**src/krt_pkg.sv**
```systemverilog
// Package for the keyed record table: field widths, operation and status codes,
// and the default parameter values. No dependencies.

package krt_pkg;

  localparam int KEY_W = 31;
  localparam int PAY_IO_W = 32;
  localparam int CNT_W = 5;

  localparam int DEF_CAPACITY = 16;
  localparam int DEF_PAYLOAD_WIDTH = 32;

  typedef enum logic [1:0] {
    FUNC_ADD     = 2'd0,
    FUNC_GET     = 2'd1,
    FUNC_REMOVE  = 2'd2,
    FUNC_COMPACT = 2'd3
  } krt_func_t;

  localparam logic [1:0] ST_OK = 2'd0;
  localparam logic [1:0] ST_NOT_FOUND = 2'd1;
  localparam logic [1:0] ST_FULL = 2'd2;

  typedef struct packed {
    logic rd_en;
    logic wr_en;
  } krt_mem_ctl_t;

endpackage

```
**src/krt_mem.sv**
```systemverilog
// Entry memory of the keyed record table: one write port and one read port
// with registered read data. Depends on krt_pkg for the port control struct.

module krt_mem import krt_pkg::*; #(
  parameter int DEPTH = DEF_CAPACITY,
  parameter int WORD_W = KEY_W + DEF_PAYLOAD_WIDTH + 1
) (
  input  logic                     clk,
  input  krt_mem_ctl_t             ctl,
  input  logic [$clog2(DEPTH)-1:0] rd_addr,
  input  logic [$clog2(DEPTH)-1:0] wr_addr,
  input  logic [WORD_W-1:0]        wr_data,
  output logic [WORD_W-1:0]        rd_data
);

  logic [WORD_W-1:0] mem [DEPTH];
  logic [WORD_W-1:0] rd_data_r;

  always_ff @(posedge clk) begin
    if (ctl.wr_en) begin
      mem[wr_addr] <= wr_data;
    end
  end

  always_ff @(posedge clk) begin
    if (ctl.rd_en) begin
      rd_data_r <= mem[rd_addr];
    end
  end

  assign rd_data = rd_data_r;

endmodule

```
**src/keyed_record_table_with_tombstones.sv**
```systemverilog
// Top level of the keyed record table: command sequencer, fill and live counters
// and result registers. Depends on krt_pkg and instantiates krt_mem.
//
// Usage: an item (in_func, in_key, in_payload) is taken at a rising edge where
// start is high and busy is low. Add overwrites the live record with the same
// key or appends one at the fill level, get returns a payload, remove marks a
// record as a tombstone and compact squeezes tombstones out in order.
// Each item gives one result, shown for exactly one cycle with out_strobe high,
// carrying the status, the payload found and the live, tombstone and fill counts.
// The receiver cannot stall; the result registers simply hold each result for
// its single cycle while the next item may already be accepted.
// Timing: the entries below the fill level are read one per cycle through the
// single read port of the entry memory, whose read data is registered. An item
// keeps busy high until the scan of its entries ends, earlier when a key search
// hits, and its result strobes in the first cycle with busy low.
// Reset (rst_n low, synchronous) empties the table and clears the counters;
// memory contents are not cleared, since only entries below the fill level
// are ever read.

module keyed_record_table_with_tombstones import krt_pkg::*; #(
  parameter int CAPACITY = DEF_CAPACITY,
  parameter int PAYLOAD_WIDTH = DEF_PAYLOAD_WIDTH
) (
  input  logic                clk,
  input  logic                rst_n,
  input  logic                start,
  output logic                busy,
  input  logic [1:0]          in_func,
  input  logic [KEY_W-1:0]    in_key,
  input  logic [PAY_IO_W-1:0] in_payload,
  output logic                out_strobe,
  output logic [1:0]          out_status,
  output logic [PAY_IO_W-1:0] out_found_payload,
  output logic [CNT_W-1:0]    out_valid_count,
  output logic [CNT_W-1:0]    out_empty_count,
  output logic [CNT_W-1:0]    out_used_count
);

  localparam int AW = $clog2(CAPACITY);
  localparam int CW = $clog2(CAPACITY + 1);
  localparam int WORD_W = KEY_W + PAYLOAD_WIDTH + 1;

  typedef enum logic [1:0] {
    S_IDLE,
    S_SCAN,
    S_PACK
  } state_t;

  state_t                   state_r, state_nxt;
  krt_func_t                func_r, func_nxt;
  logic [KEY_W-1:0]         key_r, key_nxt;
  logic [PAYLOAD_WIDTH-1:0] pay_r, pay_nxt;
  logic [CW-1:0]            fill_r, fill_nxt;
  logic [CW-1:0]            live_r, live_nxt;
  logic [CW-1:0]            issue_idx_r, issue_idx_nxt;
  logic [CW-1:0]            pack_idx_r, pack_idx_nxt;
  logic [AW-1:0]            pend_idx_r, pend_idx_nxt;
  logic                     pend_r, pend_nxt;
  logic                     strobe_r, strobe_nxt;
  logic [1:0]               status_r, status_nxt;
  logic [PAY_IO_W-1:0]      found_r, found_nxt;
  logic [CNT_W-1:0]         valid_cnt_r, valid_cnt_nxt;
  logic [CNT_W-1:0]         empty_cnt_r, empty_cnt_nxt;
  logic [CNT_W-1:0]         used_cnt_r, used_cnt_nxt;

  krt_mem_ctl_t             mem_ctl;
  logic [AW-1:0]            rd_addr;
  logic [AW-1:0]            wr_addr;
  logic [WORD_W-1:0]        wr_data;
  logic [WORD_W-1:0]        rd_data;

  logic [KEY_W-1:0]         rd_key;
  logic [PAYLOAD_WIDTH-1:0] rd_pay;
  logic                     rd_dead;
  logic                     issue;
  logic                     hit;
  logic                     finish;

  krt_mem #(
    .DEPTH (CAPACITY),
    .WORD_W(WORD_W)
  ) u_mem (
    .clk    (clk),
    .ctl    (mem_ctl),
    .rd_addr(rd_addr),
    .wr_addr(wr_addr),
    .wr_data(wr_data),
    .rd_data(rd_data)
  );

  assign rd_key  = rd_data[WORD_W-1 -: KEY_W];
  assign rd_pay  = rd_data[PAYLOAD_WIDTH:1];
  assign rd_dead = rd_data[0];

  assign issue   = (state_r != S_IDLE) && (issue_idx_r < fill_r);
  assign rd_addr = issue_idx_r[AW-1:0];
  assign hit     = pend_r && !rd_dead && (rd_key == key_r);
  assign finish  = !pend_r && !issue;
  assign busy    = (state_r != S_IDLE);

  always_comb begin
    state_nxt     = state_r;
    func_nxt      = func_r;
    key_nxt       = key_r;
    pay_nxt       = pay_r;
    fill_nxt      = fill_r;
    live_nxt      = live_r;
    issue_idx_nxt = issue_idx_r;
    pack_idx_nxt  = pack_idx_r;
    pend_idx_nxt  = pend_idx_r;
    pend_nxt      = 1'b0;
    strobe_nxt    = 1'b0;
    status_nxt    = status_r;
    found_nxt     = found_r;
    mem_ctl.rd_en = issue;
    mem_ctl.wr_en = 1'b0;
    wr_addr       = pend_idx_r;
    wr_data       = {key_r, pay_r, 1'b0};

    if (issue) begin
      issue_idx_nxt = issue_idx_r + CW'(1);
      pend_idx_nxt  = issue_idx_r[AW-1:0];
      pend_nxt      = 1'b1;
    end

    unique case (state_r)
      S_IDLE: begin
        if (start) begin
          func_nxt      = krt_func_t'(in_func);
          key_nxt       = in_key;
          pay_nxt       = PAYLOAD_WIDTH'(in_payload);
          issue_idx_nxt = '0;
          pack_idx_nxt  = '0;
          state_nxt     = (krt_func_t'(in_func) == FUNC_COMPACT) ? S_PACK : S_SCAN;
        end
      end
      S_SCAN: begin
        if (hit || finish) begin
          state_nxt  = S_IDLE;
          pend_nxt   = 1'b0;
          strobe_nxt = 1'b1;
          status_nxt = ST_OK;
          found_nxt  = '0;
          unique case (func_r)
            FUNC_ADD: begin
              if (hit) begin
                mem_ctl.wr_en = 1'b1;
              end else if (fill_r < CW'(CAPACITY)) begin
                mem_ctl.wr_en = 1'b1;
                wr_addr       = fill_r[AW-1:0];
                fill_nxt      = fill_r + CW'(1);
                live_nxt      = live_r + CW'(1);
              end else begin
                status_nxt = ST_FULL;
              end
            end
            FUNC_GET: begin
              if (hit) begin
                found_nxt = PAY_IO_W'(rd_pay);
              end else begin
                status_nxt = ST_NOT_FOUND;
              end
            end
            FUNC_REMOVE: begin
              if (hit) begin
                mem_ctl.wr_en = 1'b1;
                wr_data       = {key_r, rd_pay, 1'b1};
                live_nxt      = live_r - CW'(1);
              end else begin
                status_nxt = ST_NOT_FOUND;
              end
            end
            default: begin
              status_nxt = ST_OK;
            end
          endcase
        end
      end
      S_PACK: begin
        if (pend_r && !rd_dead) begin
          mem_ctl.wr_en = 1'b1;
          wr_addr       = pack_idx_r[AW-1:0];
          wr_data       = {rd_key, rd_pay, 1'b0};
          pack_idx_nxt  = pack_idx_r + CW'(1);
        end
        if (finish) begin
          state_nxt  = S_IDLE;
          strobe_nxt = 1'b1;
          status_nxt = ST_OK;
          found_nxt  = '0;
          fill_nxt   = pack_idx_r;
          live_nxt   = pack_idx_r;
        end
      end
      default: begin
        state_nxt = S_IDLE;
      end
    endcase

    valid_cnt_nxt = CNT_W'(live_nxt);
    empty_cnt_nxt = CNT_W'(fill_nxt - live_nxt);
    used_cnt_nxt  = CNT_W'(fill_nxt);
  end

  always_ff @(posedge clk) begin
    if (!rst_n) begin
      state_r     <= S_IDLE;
      fill_r      <= '0;
      live_r      <= '0;
      pend_r      <= 1'b0;
      strobe_r    <= 1'b0;
      issue_idx_r <= '0;
      pack_idx_r  <= '0;
    end else begin
      state_r     <= state_nxt;
      fill_r      <= fill_nxt;
      live_r      <= live_nxt;
      pend_r      <= pend_nxt;
      strobe_r    <= strobe_nxt;
      issue_idx_r <= issue_idx_nxt;
      pack_idx_r  <= pack_idx_nxt;
    end
    func_r      <= func_nxt;
    key_r       <= key_nxt;
    pay_r       <= pay_nxt;
    pend_idx_r  <= pend_idx_nxt;
    status_r    <= status_nxt;
    found_r     <= found_nxt;
    valid_cnt_r <= valid_cnt_nxt;
    empty_cnt_r <= empty_cnt_nxt;
    used_cnt_r  <= used_cnt_nxt;
  end

  assign out_strobe        = strobe_r;
  assign out_status        = status_r;
  assign out_found_payload = found_r;
  assign out_valid_count   = valid_cnt_r;
  assign out_empty_count   = empty_cnt_r;
  assign out_used_count    = used_cnt_r;

  a_strobe_idle: assert property (@(posedge clk) disable iff (!rst_n)
    out_strobe |-> !busy)
    else $error("Result strobe while the sequencer is still busy.");

  a_counts_bound: assert property (@(posedge clk) disable iff (!rst_n)
    (fill_r <= CW'(CAPACITY)) && (live_r <= fill_r))
    else $error("Fill or live count out of range.");

  a_accept_busy: assert property (@(posedge clk) disable iff (!rst_n)
    (start && !busy) |=> busy)
    else $error("Accepted item did not raise busy.");

  a_pack_behind: assert property (@(posedge clk) disable iff (!rst_n)
    (state_r == S_PACK && mem_ctl.wr_en) |-> (pack_idx_r <= CW'(pend_idx_r)))
    else $error("Compaction write overtook the entry being read.");

endmodule

```
**config.mk**
```make
export PLATFORM = sky130hd
export DESIGN_NAME = keyed_record_table_with_tombstones
export DESIGN_NICKNAME = d
export VERILOG_FILES = /design/src/krt_pkg.sv /design/src/krt_mem.sv /design/src/keyed_record_table_with_tombstones.sv
export SDC_FILE = /design/constraint.sdc
export NUM_CORES = 1
export LEC_CHECK = 0
export BUFFER_PORTS_ARGS = -buffer_cell sky130_fd_sc_hd__buf_4
export CAP_MARGIN = 5
export CORE_UTILIZATION = 30
export CTS_CLUSTER_SIZE = 28
export DETAILED_ROUTE_END_ITERATION = 8
export GPL_TIMING_DRIVEN = 0
export PLACE_DENSITY = 0.46
export SYNTH_ARGS = -nofsm -noshare
export SYNTH_HDL_FRONTEND = slang
export SYNTH_SLANG_ARGS = --single-unit
export TNS_END_PERCENT = 5
```
**constraint.sdc**
```tcl
create_clock -name clk -period 15.1 [get_ports clk]
set_input_delay 3.02 -clock clk [delete_from_list [all_inputs] [get_ports clk]]
set_output_delay 3.02 -clock clk [all_outputs]
set_load 0.01 [all_outputs]
```
# Yosys cells after proc, flatten, opt, wreduce, memory -nomap -nowiden

Memories as Yosys holds them, arrays and structs flattened. A register that Yosys moved wholly into a read port is not among the register bits.
Cells that the tools add are included.

Register bits: 142
RAM bits: 1024
Bits of input ports: 68
Output and inout bits: 51
Word-level logic and storage cells: 114
Memories kept: 1

Memories:

| name      | words | bits a word | rd ports | clocked after Yosys merged registers in | wr ports | RTL line      | RTL |
|---|---|---|---|---|---|---|---|
| u_mem.mem | 16    | 64          | 1        | 1                                       | 1        | krt_mem.sv:16 | `logic [WORD_W-1:0] mem [DEPTH];` |

Add/sub/neg operators: 6
Magnitude comparators: 2
Eq/ne operators: 10
Muxes and demuxes: 61
Reductions and logical operators: 18

Operators with widths:

| kind                  | count |
|---|---|
| $mux W32              | 4 |
| $pmux W64 S2          | 1 |
| $mux W33              | 3 |
| $mux W5               | 15 |
| $mux W64              | 1 |
| $pmux W32 S2          | 1 |
| $pmux W5 S2           | 4 |
| $eq A31 B31 Y1        | 1 |
| $add A5 B1 Y5 const B | 4 |
| $mux W4               | 5 |
| $mux W2               | 7 |
| $mux W1               | 13 |
| $reduce_and A3 Y1     | 3 |
| $ne A2 B2 Y1 const B  | 4 |
| $pmux W2 S2           | 2 |
| $pmux W4 S2           | 1 |
| $eq A2 B2 Y1 const B  | 3 |
| $pmux W1 S2           | 3 |
| $pmux W2 S3           | 1 |
| $reduce_bool A2 Y1    | 3 |
| $lt A5 B5 Y1          | 1 |
| $lt A5 B5 Y1 const B  | 1 |
| $sub A5 B1 Y5 const B | 1 |
| $sub A5 B5 Y5         | 1 |
| other kinds (7)       | 14 |

# Logic depth before layout (Yosys ltp)

Word-level depth: 9
Gate-level depth with buffers: 16
Mapped depth without buffers: 16

# Cells and area by module

Synthesis repeated with hierarchy kept, for this count alone.

Cells, all modules: 2197
Area, all modules: 46931.3 µm²

By module, submodules not included:

| module                             | instances | cells each | area each (µm²) | sequential area each (µm²) |
|---|---|---|---|---|
| krt_mem                            | 1         | 1647       | 40223.6         | 32671.3 |
| keyed_record_table_with_tombstones | 1         | 550        | 6707.7          | 3873.7 |

# Worst setup path before layout

No wires, ideal clock.

Path kind: register to register
Start point: register fill_r[4]
End point: memory u_mem.mem[2][0] (netlist bit) (enable)
Library setup time: 667 ps
Arrival time: 8597 ps
Data required time: 14433 ps
Path slack: 5836 ps
Stages on the path, launching flop included: 10
Buffers on the path: 0
Period minus slack after synthesis: 9264 ps
Cell sequence: dfxtp_1 inv_1 ha_1 a211oi_2 nor2_1 a21o_2 a21oi_1 o21ai_2 a211oi_1 nor4b_1

Longest elaborated chain between the ends: 9
Elaborated cells between the ends (all ways): 18
Classes of those cells: order compare: 2; mux: 12; reduce/logical: 4

RTL lines:

| item                                                                 | RTL line                                  | RTL |
|---|---|---|
| from (decl)                                                          | keyed_record_table_with_tombstones.sv:53  | `logic [CW-1:0] fill_r, fill_nxt;` |
| from (signal assigned)                                               | keyed_record_table_with_tombstones.sv:216 | `fill_r <= fill_nxt;` |
| parallel branches: the longest is 9 deep, another holds $lt A5 B5 Y1 | --                                        |  |
| to (decl)                                                            | krt_mem.sv:16                             |  |

Parallel ways; which one is timed is not known.

# Worst setup path in the final report

Start point: register key_r[0]
End point: memory u_mem.mem[8][10] (netlist bit) (data pin)

Longest elaborated chain between the ends: 6
Elaborated cells between the ends (all ways): 7
Classes of those cells: eq/ne: 1; mux: 4; reduce/logical: 2

RTL lines:

| item                    | RTL line                                  | RTL |
|---|---|---|
| from (decl)             | keyed_record_table_with_tombstones.sv:51  | `logic [KEY_W-1:0] key_r, key_nxt;` |
| from (signal assigned)  | keyed_record_table_with_tombstones.sv:224 | `key_r <= key_nxt;` |
| $eq A31 B31 Y1 (*)      | keyed_record_table_with_tombstones.sv:97  | `assign hit = pend_r && !rd_dead && (rd_key == key_r);` |
| $logic_and A1 B1 Y1 (*) | keyed_record_table_with_tombstones.sv:97  |  |
| $mux W33                | keyed_record_table_with_tombstones.sv:165 | `if (hit) begin` |
| $mux W33                | keyed_record_table_with_tombstones.sv:144 | `unique case (func_r)` |
| $mux W33 (*)            | keyed_record_table_with_tombstones.sv:138 | `if (hit \|\| finish) begin` |
| $pmux W64 S2 (*)        | keyed_record_table_with_tombstones.sv:126 | `unique case (state_r)` |
| via u_mem.wr_data[10]   | krt_mem.sv:12                             | `input logic [WORD_W-1:0] wr_data,` |

The timed path passes the listed nets; every way through them passes the cells marked *.

==> results_dict.tcl <==
set metrics [dict create \
    status "finished, final reports clean" \
    fin_area_um2 57700 \
    crit_start "key_r[0]" \
    comb_power_share_pct 2.8 \
    synth_area_leaders "edfxtp_1, mux4_2, mux2i_1, dfxtp_1, mux2_2" \
    rows 146 \
    drive_gt1_share_pct 23.6 \
    syn-num-nets 2664 \
    initial_core_util_pct 30.3 \
    powerDensity_nw_per_um2 127 \
    sw_frac_of_total_pct 21.3 \
    power_frac_seq_pct 52.3 \
    synthesis.area_um2 48100 \
    pin_count 119 \
    critPathKind "reg -> reg" \
    cts_resized 0 \
    hold_path.class "reg -> reg" \
    synth_seq_area_share_pct 76.1 \
    cts_tree "built" \
    drtIter0Drc 2433 \
    dp.final_hpwl_um 93800 \
    die_width_um 402 \
    path_cells "xnor2_1, nand4_1, nor4_4, nand3_2, nor2_1, or2_2, clkbuf_4, clkbuf_8, a22o_1" \
    cp.arrival_ns 5.76 \
    postRouteAntennaNets 0 \
    ys.flop_type "edfxtp_1" \
    routed_wl_um 135000 \
    cts.sinks 1230 \
    postCtsSetupRepairBufs 0 \
    reg2reg_from "key_r[0]" \
    reg2reg_depth 9 \
    cts_htree_levels 4 \
    grt_pass1_vias 27173 \
    n_fill_cell 14651 \
    port_buffers 117 \
    synth_area_leader_cell "edfxtp_1" \
    crit_slowest_cell "nor2_1" \
    clock_path_buffers 3 \
    hold_path_depth 0 \
    grt_pass1_wl_um 194000 \
    fin_skew_ns 0.0373 \
    overflow 0 \
    die_h_um 402 \
    cp-endpoint "u_mem.mem[8][10]" \
    viasPerCell 5.00 \
    postPlaceCellArea_um2 53200 \
    maxCapViolations 0 \
    routedWlPerCell_um 26.1 \
    maxSlewHeadroom_pct 10.4 \
    clock.fmax_ghz 0.189 \
    clock_latency_ns 0.78 \
    path_clk_slew_ns 0.06 \
    syn_inst 2575 \
    nNetsFinal 3064 \
    cp_max_fo 17 \
    dieArea_um2 162000 \
    startpoint_type "flop" \
    intPower_mw 5.76 \
    netlist_top_cells_count "edfxtp_1, mux2i_1, o21ai_0" \
    cts_hold_buf 0 \
    syn2layout_area_growth_pct 20.1 \
    final.period_utilization_pct 35.0 \
    p_sw_mw 1.56 \
    antenna_found_initial 5 \
    remaining_drc_errors 0 \
    rrSetupSlack_ns 9.81 \
    async_reset_ff_share_pct 0 \
    ys_seq_elements 1230 \
    core_area_um2 159000 \
    finalPower_mw 7.32 \
    r2r_end "u_mem.mem[8][10]" \
    final_util_pct 36.3 \
    clockPowerShare_pct 44.9 \
    cts_buffers 142 \
    hold_viol_final 0 \
    cts_root_buffer "clkbuf_16" \
    globalplace.congestion 0.805 \
    yosys_warnings 0 \
    tns_ns 0 \
    syn_avg_cell_area_um2 18.7 \
    synth_top_area_share_pct 74.4 \
    hold-worst-slack_ns 0.498 \
    setup_viol 0 \
    grtUsageTotal_pct 16.7 \
    synth_edf_count 1191 \
    grt_max_degree 40 \
    ys_types 78 \
    tightest_slew_ns 1.34 \
    min_period_ns 5.29 \
    cp-end-kind "flop" \
    drv_slew 0 \
    rsz0062_at_grt "false" \
    peakVddDrop_uv 122 \
    vias 25835 \
    cp.required_ns 15.57 \
    synth_most_common_cell "edfxtp_1" \
    worst_path_largest_cell_delay_ns 1.07 \
    drt-pass1-iter-count 5 \
    p_leak_nw 18.3 \
]
-- logic make-up after synthesis --
logic type | Yosys count | share of synthesized area (%)
fa+ha+maj | 21 | 0.562
xor+xnor | 42 | 0.766
flops | 1230 | 76.1
compound gates | 481 | 6.84
simple gates | 236 | 2.57
buf+inv | 173 | 1.54
mux | 392 | 11.7
-- worst min-delay path by stage --
stage	from	to	slack (ns)
finish	issue_idx_r[0]	pend_idx_r[0]	0.50
global route	issue_idx_r[0]	pend_idx_r[0]	0.51
CTS	issue_idx_r[0]	pend_idx_r[0]	0.49
detailed placement	issue_idx_r[0]	pend_idx_r[0]	0.48
global placement	issue_idx_r[0]	pend_idx_r[0]	0.46
floorplan	issue_idx_r[0]	pend_idx_r[0]	0.43
-- state kept, by name, indices dropped and copies added, names as in the netlist, 5 cells and up --
register and flops:
out_empty_count 5, u_mem.rd_data 64, out_valid_count 5, live_r 5
pack_idx_r 5, issue_idx_r 5, out_used_count 5, key_r 31
pay_r 32, fill_r 5, out_found_payload 32, u_mem.mem 1024
-- power by group through the flow --
stage / logic (mW) / registers (mW) / clock network, mW
finish: 0.202 / 3.83 / 3.29
global route: 0.221 / 3.83 / 3.49
CTS: 0.204 / 3.83 / 3.36
detailed placement: 0.203 / 3.90 / 0
global placement: 0.185 / 3.91 / 0
floorplan: 0.101 / 3.90 / 0
-- routing by layer --
metal	vias up	routed length, um	GRT usage (%)
li1	11329	-	-
met1	13534	60700	22.9
met2	767	63800	26.8
met3	205	7250	3.14
met4	0	3160	4.61
met5	-	0	0
-- worst max-delay path: cells and delay by family, from the launching register on --
kind                      cells  cell delay, ns
AOI/OAI and AO/OA             1            0.55
xor gates and xnor gates      1            0.73
buffers and inverters         2            0.48
DFF                           1            0.48
and+or+nand+nor               5            2.70
-- layout make-up --
| type | count | area [um2] | area share, % |
|---|---|---|---|
| antenna | 2 | 5.00 | 0.00867 |
| buffer | 141 | 622 | 1.08 |
| clock buffer | 176 | 3790 | 6.56 |
| clock inverter | 82 | 637 | 1.10 |
| inverter | 32 | 123 | 0.212 |
| multi-input combinational | 1172 | 10900 | 18.8 |
| sequential | 1230 | 36500 | 63.3 |
| tap | 2072 | 2590 | 4.49 |
| timing repair buffer | 256 | 2520 | 4.37 |
-- cells in the final DEF (no fill, tap or decap), types with 28 or more instances in the layout --
cell type,synthesis,final
buf_6,1,104
clkinv_1,2,38
dfxtp_1,39,39
nand2_1,85,85
clkbuf_1,78,107
clkbuf_16,0,147
a21oi_1,83,82
edfxtp_1,1191,1191
xnor2_1,34,34
buf_2,40,40
a221oi_1,64,64
inv_1,30,29
a22o_1,66,66
o21ai_0,141,141
buf_4,2,136
and2_1,39,39
a22oi_1,68,68
nor2_1,28,28
mux2i_1,199,199
mux4_2,128,128
mux2_2,65,65
-- metrics by stage --
step	setup slack [ns]	std cells
global placement	-4.42	4764
global route	9.68	5161
CTS	9.95	5159
floorplan	5.84	2575
detailed placement	9.98	4901
finish	9.81	5163
No activity file was read; power rests on OpenSTA's default activity.
